File: src/sv/gwf_pkg.sv
// ----------------------------------------------------------------------------
// gwf_pkg
// Shared types, codes and helpers for the grid water flow block.
// ----------------------------------------------------------------------------
package gwf_pkg;

  // Grid geometry
  localparam int MAX_WIDTH  = 64;
  localparam int MAX_HEIGHT = 64;
  localparam int CELLS      = MAX_WIDTH * MAX_HEIGHT;
  localparam int ADDR_W     = $clog2(CELLS);
  localparam int DIM_W      = 7;
  localparam int COORD_W    = 6;

  // Material codes
  localparam logic [1:0] K_EMPTY = 2'd0;
  localparam logic [1:0] K_WATER = 2'd1;
  localparam logic [1:0] K_STONE = 2'd2;

  // Sideways direction codes (two's complement)
  localparam logic [1:0] DIR_NONE  = 2'b00;
  localparam logic [1:0] DIR_RIGHT = 2'b01;
  localparam logic [1:0] DIR_BAD   = 2'b10;
  localparam logic [1:0] DIR_LEFT  = 2'b11;

  // Item functions
  localparam logic [1:0] FUNC_TICK  = 2'd0;
  localparam logic [1:0] FUNC_WRITE = 2'd1;
  localparam logic [1:0] FUNC_READ  = 2'd2;
  localparam logic [1:0] FUNC_ADD   = 2'd3;

  // Register indexes
  localparam logic [1:0] REG_WIDTH  = 2'd0;
  localparam logic [1:0] REG_HEIGHT = 2'd1;
  localparam logic [1:0] REG_FULL   = 2'd2;
  localparam logic [1:0] REG_LEDGE  = 2'd3;

  typedef struct packed {
    logic [1:0] kind;
    logic [7:0] units;
    logic [1:0] dir;
    logic       fall;
  } cell_t;

  // Neighbourhood slots, also the read order of a visit
  typedef enum logic [2:0] {
    SL_C, SL_L, SL_R, SL_D, SL_DL, SL_DR
  } slot_t;

  typedef enum logic [3:0] {
    ST_RCLR, ST_IDLE, ST_HADDR, ST_HRD, ST_HWR, ST_TCLR,
    ST_ADDR, ST_READ, ST_WAIT, ST_EVAL, ST_WR2, ST_DONE
  } state_t;

  // Context of one cell visit
  typedef struct packed {
    logic       vertical;
    logic       sub;
    logic       first_left;
    logic       in_l;
    logic       in_r;
    logic       in_d;
    logic [7:0] fu;
    logic [7:0] half;
    logic [8:0] lr;
  } flow_ctx_t;

  // Decision of one visit
  typedef struct packed {
    logic  move;
    slot_t t_sel;
    cell_t c_new;
    cell_t t_new;
  } flow_res_t;

  // Bring a cell to its canonical form
  function automatic cell_t cell_norm(cell_t c, logic [7:0] fu);
    cell_t r;
    r = c;
    if (c.kind != K_WATER || c.units == 8'd0) begin
      r = '0;
      r.kind = (c.kind == K_STONE) ? K_STONE : K_EMPTY;
    end else begin
      if (c.units > fu) r.units = fu;
      if (c.dir == DIR_BAD) r.dir = DIR_LEFT;
    end
    return r;
  endfunction

endpackage

File: src/sv/gwf_flow.sv
// ----------------------------------------------------------------------------
// gwf_flow
// Transfer rules of one cell visit: down, diagonal and sideways moves.
// ----------------------------------------------------------------------------
module gwf_flow (
  input  gwf_pkg::flow_ctx_t ctx,
  input  gwf_pkg::cell_t     c_cell,
  input  gwf_pkg::cell_t     l_cell,
  input  gwf_pkg::cell_t     r_cell,
  input  gwf_pkg::cell_t     d_cell,
  input  gwf_pkg::cell_t     dl_cell,
  input  gwf_pkg::cell_t     dr_cell,
  input  logic               mv_c,
  input  logic               mv_l,
  input  logic               mv_r,
  output gwf_pkg::flow_res_t res
);
  import gwf_pkg::*;

  typedef struct packed {
    logic  ok;
    cell_t c;
    cell_t t;
  } mv_t;

  // Ledge release test on the source cell
  function automatic logic can_rel(cell_t s, logic [1:0] dirc, logic [7:0] ul,
                                   logic [7:0] ur, flow_ctx_t cx);
    logic [7:0] up;
    logic       ok;
    if (dirc == DIR_RIGHT) up = ul;
    else if (dirc == DIR_LEFT) up = ur;
    else up = (ul > ur) ? ul : ur;
    ok = 1'b0;
    if (s.kind == K_WATER) begin
      if (s.fall) ok = 1'b1;
      else if (s.units == cx.fu) ok = ({1'b0, s.units} + {1'b0, up}) >= cx.lr;
    end
    return ok;
  endfunction

  // Pour into a water target below
  function automatic mv_t pour_mv(cell_t s, cell_t t, logic [1:0] dirc, flow_ctx_t cx);
    mv_t        m;
    cell_t      sc;
    cell_t      tc;
    logic [7:0] room;
    logic [7:0] tr;
    room = cx.fu - t.units;
    tr = (s.units < room) ? s.units : room;
    sc = s;
    sc.units = s.units - tr;
    tc = t;
    tc.units = t.units + tr;
    tc.fall = 1'b0;
    tc.dir = dirc;
    m.ok = (t.units < cx.fu) && (tr != 8'd0);
    m.c = cell_norm(sc, cx.fu);
    m.t = cell_norm(tc, cx.fu);
    return m;
  endfunction

  // Whole cell drops into an empty target
  function automatic mv_t fall_mv(cell_t s, logic [1:0] dirc);
    mv_t m;
    m.ok = 1'b1;
    m.c = '0;
    m.t = s;
    m.t.dir = dirc;
    m.t.fall = 1'b1;
    return m;
  endfunction

  function automatic mv_t side_mv(cell_t s, cell_t t, logic in_t, logic m_t,
                                  logic [1:0] dirc, logic sup, flow_ctx_t cx);
    mv_t   m;
    cell_t sc;
    cell_t tc;
    m.ok = 1'b0;
    sc = s;
    tc = t;
    if (in_t && !m_t && !s.fall && sup) begin
      if (t.kind == K_EMPTY) begin
        m.ok = 1'b1;
        if (s.units == cx.fu) begin
          // full cell splits in two halves
          sc.units = cx.half;
          sc.fall = 1'b0;
          tc.kind = K_WATER;
          tc.units = cx.half;
          tc.dir = dirc;
          tc.fall = 1'b0;
        end else begin
          tc = s;
          tc.dir = dirc;
          tc.fall = 1'b0;
          sc = '0;
        end
      end else if (t.kind == K_WATER && t.units < s.units) begin
        m.ok = 1'b1;
        sc.units = s.units - 8'd1;
        tc.units = t.units + 8'd1;
        tc.dir = dirc;
        tc.fall = 1'b0;
      end
    end
    m.c = cell_norm(sc, cx.fu);
    m.t = cell_norm(tc, cx.fu);
    return m;
  endfunction

  logic       stone_dl;
  logic       stone_dr;
  logic [7:0] ul;
  logic [7:0] ur;
  logic       sup;
  logic       act;
  logic [1:0] first;
  logic [1:0] second;
  logic [1:0] ldir;
  logic [1:0] pref;
  logic [1:0] pref2;
  logic       blk;
  mv_t        down;
  mv_t        dg1;
  mv_t        dg2;
  mv_t        sd1;
  mv_t        sd2;

  // Neighbourhood summaries
  always_comb begin
    stone_dl = !(ctx.in_l && ctx.in_d) || dl_cell.kind == K_STONE;
    stone_dr = !(ctx.in_r && ctx.in_d) || dr_cell.kind == K_STONE;
    ul = (ctx.in_l && l_cell.kind == K_WATER) ? l_cell.units : 8'd0;
    ur = (ctx.in_r && r_cell.kind == K_WATER) ? r_cell.units : 8'd0;
    sup = !ctx.in_d || d_cell.kind == K_STONE ||
          (d_cell.kind == K_WATER && d_cell.units == ctx.fu);
    act = c_cell.kind == K_WATER && (!ctx.sub || c_cell.units == ctx.half) && !mv_c;
    first = ctx.first_left ? DIR_LEFT : DIR_RIGHT;
    second = {~first[1], first[0]};
    blk = !c_cell.fall && (sup || stone_dl || stone_dr);
    if (c_cell.dir != DIR_NONE) ldir = c_cell.dir;
    else if (stone_dl != stone_dr) ldir = stone_dl ? DIR_RIGHT : DIR_LEFT;
    else ldir = DIR_NONE;
    pref = (c_cell.dir != DIR_NONE) ? c_cell.dir : first;
    pref2 = {~pref[1], pref[0]};
  end

  // Candidate moves
  always_comb begin
    down = '0;
    if (d_cell.kind == K_WATER) begin
      down = pour_mv(c_cell, d_cell, c_cell.dir, ctx);
    end else if (d_cell.kind == K_EMPTY) begin
      down = fall_mv(c_cell, c_cell.dir);
      down.ok = c_cell.fall || !(stone_dl || stone_dr) ||
                can_rel(c_cell, ldir, ul, ur, ctx);
    end
    down.ok = down.ok && ctx.in_d;

    dg1 = '0;
    dg2 = '0;
    if (first == DIR_LEFT) begin
      if (dl_cell.kind == K_WATER) dg1 = pour_mv(c_cell, dl_cell, first, ctx);
      else if (dl_cell.kind == K_EMPTY) begin
        dg1 = fall_mv(c_cell, first);
        dg1.ok = !blk || can_rel(c_cell, first, ul, ur, ctx);
      end
      dg1.ok = dg1.ok && ctx.in_l && ctx.in_d;
      if (dr_cell.kind == K_WATER) dg2 = pour_mv(c_cell, dr_cell, second, ctx);
      else if (dr_cell.kind == K_EMPTY) begin
        dg2 = fall_mv(c_cell, second);
        dg2.ok = !blk || can_rel(c_cell, second, ul, ur, ctx);
      end
      dg2.ok = dg2.ok && ctx.in_r && ctx.in_d;
    end else begin
      if (dr_cell.kind == K_WATER) dg1 = pour_mv(c_cell, dr_cell, first, ctx);
      else if (dr_cell.kind == K_EMPTY) begin
        dg1 = fall_mv(c_cell, first);
        dg1.ok = !blk || can_rel(c_cell, first, ul, ur, ctx);
      end
      dg1.ok = dg1.ok && ctx.in_r && ctx.in_d;
      if (dl_cell.kind == K_WATER) dg2 = pour_mv(c_cell, dl_cell, second, ctx);
      else if (dl_cell.kind == K_EMPTY) begin
        dg2 = fall_mv(c_cell, second);
        dg2.ok = !blk || can_rel(c_cell, second, ul, ur, ctx);
      end
      dg2.ok = dg2.ok && ctx.in_l && ctx.in_d;
    end

    if (pref == DIR_LEFT) begin
      sd1 = side_mv(c_cell, l_cell, ctx.in_l, mv_l, pref, sup, ctx);
      sd2 = side_mv(c_cell, r_cell, ctx.in_r, mv_r, pref2, sup, ctx);
    end else begin
      sd1 = side_mv(c_cell, r_cell, ctx.in_r, mv_r, pref, sup, ctx);
      sd2 = side_mv(c_cell, l_cell, ctx.in_l, mv_l, pref2, sup, ctx);
    end
  end

  // First move that succeeds wins
  always_comb begin
    res = '0;
    res.t_sel = SL_D;
    if (act) begin
      if (ctx.vertical) begin
        priority if (down.ok) begin
          res.move = 1'b1; res.t_sel = SL_D; res.c_new = down.c; res.t_new = down.t;
        end else if (dg1.ok) begin
          res.move = 1'b1; res.t_sel = (first == DIR_LEFT) ? SL_DL : SL_DR;
          res.c_new = dg1.c; res.t_new = dg1.t;
        end else if (dg2.ok) begin
          res.move = 1'b1; res.t_sel = (second == DIR_LEFT) ? SL_DL : SL_DR;
          res.c_new = dg2.c; res.t_new = dg2.t;
        end else begin
          res.move = 1'b0;
        end
      end else begin
        priority if (sd1.ok) begin
          res.move = 1'b1; res.t_sel = (pref == DIR_LEFT) ? SL_L : SL_R;
          res.c_new = sd1.c; res.t_new = sd1.t;
        end else if (sd2.ok) begin
          res.move = 1'b1; res.t_sel = (pref2 == DIR_LEFT) ? SL_L : SL_R;
          res.c_new = sd2.c; res.t_new = sd2.t;
        end else begin
          res.move = 1'b0;
        end
      end
    end
  end

endmodule

File: config.mk
export PLATFORM = sky130hd
export DESIGN_NAME = gwf_flow
export DESIGN_NICKNAME = d
export VERILOG_FILES = /design/src/sv/gwf_pkg.sv /design/src/sv/gwf_flow.sv
export SDC_FILE = /design/constraint.sdc
export NUM_CORES = 1
export LEC_CHECK = 0
export ABC_AREA = 1
export BUFFER_PORTS_ARGS = -buffer_cell sky130_fd_sc_hd__buf_2
export CAP_MARGIN = 10
export CORE_AREA = 2 2 171 173
export DETAILED_ROUTE_END_ITERATION = 10
export DIE_AREA = 0 0 173 175
export PLACE_DENSITY = 0.8
export SETUP_SLACK_MARGIN = 0.1
export SLEW_MARGIN = 0
export SYNTH_ARGS = -nofsm -noshare
export SYNTH_HDL_FRONTEND = slang
export SYNTH_SLANG_ARGS = --single-unit
File: constraint.sdc
create_clock -name vclk -period 6.9
set_input_delay 0 -clock vclk [all_inputs]
set_output_delay 0 -clock vclk [all_outputs]
set_load 0.03 [all_outputs]
==> out/qor.csv <==
stage;metric;value;unit
synthesis;synthTopCellsByCount;nand2_1, inv_1, ha_1;
synthesis;yosys-top-cells-area;ha_1, nand2_1, inv_1, o21ai_0, a21oi_1;
timing;setup_violations;0;
place;gp_congestion;1.029;
place;hpwl;43170;um
synthesis;synthCells;2550;
timing;worst_slack;0.5898;ns
route;drcViolationCount;0;
power;total_leakage_power;8.777;nW
synthesis;avgSynthCellArea;5.584;um^2
timing;rsz0062_at_grt;yes;
timing;fin_crit;6.310;ns
floorplanning;io-pin-count;142;
place;numPortBuffers;128;
route;avgViaCountPerCell;5.788;
route;dr_wl_met2;23950;um
floorplanning;initial_core_util;50.15;%
cts;postCtsSetupRepairBufs;0;
setup_path;crit_slowest_cell;o311ai_0;
timing;timing.max_slew.rel_slack;36.77;%
layout;drive_above_1_share;9.273;%
timing;worstMarginPinSlew;0.9474;ns
timing;hold_ws;0.4284;ns
global_routing;grt_max_degree;46;
synthesis;synth_most_common_cell;nand2_1;
layout;final-seq-area;0;um^2
place;dp.cells;3026;
global_routing;grt_usage;34.12;%
power;switching_share;65.43;%
layout;stdcell_area;15260;um^2
setup_path;crit_type;in2out;
layout;nets;3032;
power;ir_worst_vdd;0.0001462;V
run;drv_cap;0;
worst_hold_path;min_path_type;in2out;
global_routing;grt_overflow;0;
route;vias;17510;
floorplanning;core_area;28390;um^2
layout;area_growth_syn_to_layout;7.197;%
synthesis;synth_top_area_share;23.11;%
power;p_total;0.002569;W
power;power.internal;0.0008880;W
setup_path;cp_slowest_stage_delay;0.46;ns
floorplanning;fp.dieW;173;um
setup_path;critPathCaptureType;output pin;
layout;nClkBuffers;0;
synthesis;syn_area;14240;um^2
route;finalWirelength;53810;um
status;status;completed;
layout;design.seq.count;0;
power;combPwrFrac;100.0;%
global_routing;antenna_found_initial;1;
place;place_area;15220;um^2
floorplanning;design.die.area;30280;um^2
power;power.density;168.3;nW/um^2
route;met1Wirelength;21830;um
setup_path;cpMostUsedCell;nand2_1;
timing;hold_violations;0;
layout;fin_cells;3026;
power;switching_power;0.001681;W
global_routing;grt_pass1_vias;16390;
setup_path;cp_max_fo;18;
floorplanning;die_h;175;um
synthesis;synth_top_area_cell;ha_1;
synthesis;yosysWarnings;0;
route;drtAntennaViolNets;0;
setup_path;start_kind;input port;
place;dp_slack;0.6147;ns
layout;n_antenna_cell;0;
floorplanning;rows;62;
route;top_layer_used;met5;
setup_path;crit_required;6.90;ns
setup_path;crit_arrival;6.31;ns
route;wl_met3;4995;um
synthesis;ys_types;60;
power;pwr-share-clk;0;%
timing;fmax;158.5;MHz
timing;fin_crit_sh;91.45;%
route;drtIter0Drc;1811;
route;wl_per_cell;17.78;um
synthesis;ys_seq_area_share;0;%
route;first_pass_iters;6;
power;pwr-share-seq;0;%
global_routing;grt_pass1_wl;83630;um
timing;report.final.slew_viol_count;0;
==> cell usage in the layout, fill, tap and decap left out, types with 9 or more instances in the layout <==
cell / instances
nand2_1: 732
inv_1: 400
ha_1: 263
o21ai_0: 182
nor2_1: 174
a21oi_1: 172
nand3_1: 156
buf_2: 128
xor2_1: 55
o21ai_1: 36
nor3_1: 36
xnor2_1: 33
nand4_1: 27
o211ai_1: 25
nand2_2: 21
buf_4: 21
inv_2: 15
fa_1: 13
o21bai_1: 11
nor2_2: 11
o22ai_1: 9
o211ai_2: 9
==> area by class of cell <==
class | count | area [um^2]
fill | 2981 | 13130
multi-input combinational | 2070 | 12390
inverter | 423 | 1592
timing repair buffer | 149 | 798.3
tap | 384 | 480.5
==> logic make-up (layout without fill, tap and decap cells) <==
logic type	count (synthesis)	count (layout)	share of synthesized area, %
AO/OA/AOI/OAI	500	500	20.04
XOR/XNOR	89	89	5.475
adder cells (fa/ha/maj)	276	276	24.94
buffers and inverters	481	572	13.34
multiplexers	2	2	0.1406
other	1	2	0.02634
AND/OR/NAND/NOR	1201	1201	36.04
==> path summary, 6_finish.rpt <==
check / from / to / slack [ns] / cells after the start
worst max-delay path: ctx[17] / res[10] / 0.59 / 36
worst min-delay path: mv_c / res[14] / 0.43 / 5
==> metrics by stage <==
step / TNS [ns] / utilization (%)
finish: 0 / 53.76
global route: -0.006991 / 53.76
CTS: 0 / 53.61
detailed placement: 0 / 53.61
global placement: 0 / 53.61
floorplan: 0 / -
==> critical path: cells and delay by family <==
| kind | cells | cell delay, ns |
|---|---|---|
| AOI/OAI and AO/OA | 6 | 1.56 |
| xor gates and xnor gates | 2 | 0.49 |
| adders and majority gates | 5 | 1.52 |
| buffers and inverters | 8 | 1.08 |
| and+or+nand+nor | 15 | 1.64 |
==> power groups by stage <==
stage                     Clock, W  Combinational, W  Sequential, W
final                            0           0.00257              0
after global routing             0           0.00289              0
after CTS                        0           0.00249              0
after detailed placement         0           0.00248              0
after global placement           0           0.00238              0
after floorplan                  0           0.00185              0
==> metal layers <==
| layer | vias up | track usage, % |
|---|---|---|
| li1 | 8550 | - |
| met1 | 7862 | 42.98 |
| met2 | 910 | 57.93 |
| met3 | 190 | 3.525 |
| met4 | 2 | 17.02 |
| met5 | - | 0 |
==> timing repair <==
action                     4_1_cts  5_1_grt
setup endpoints to repair        0       27
gates resized for setup          0       15
hold buffers                     0        0
Note: power is estimated with default switching activity, not from simulation.
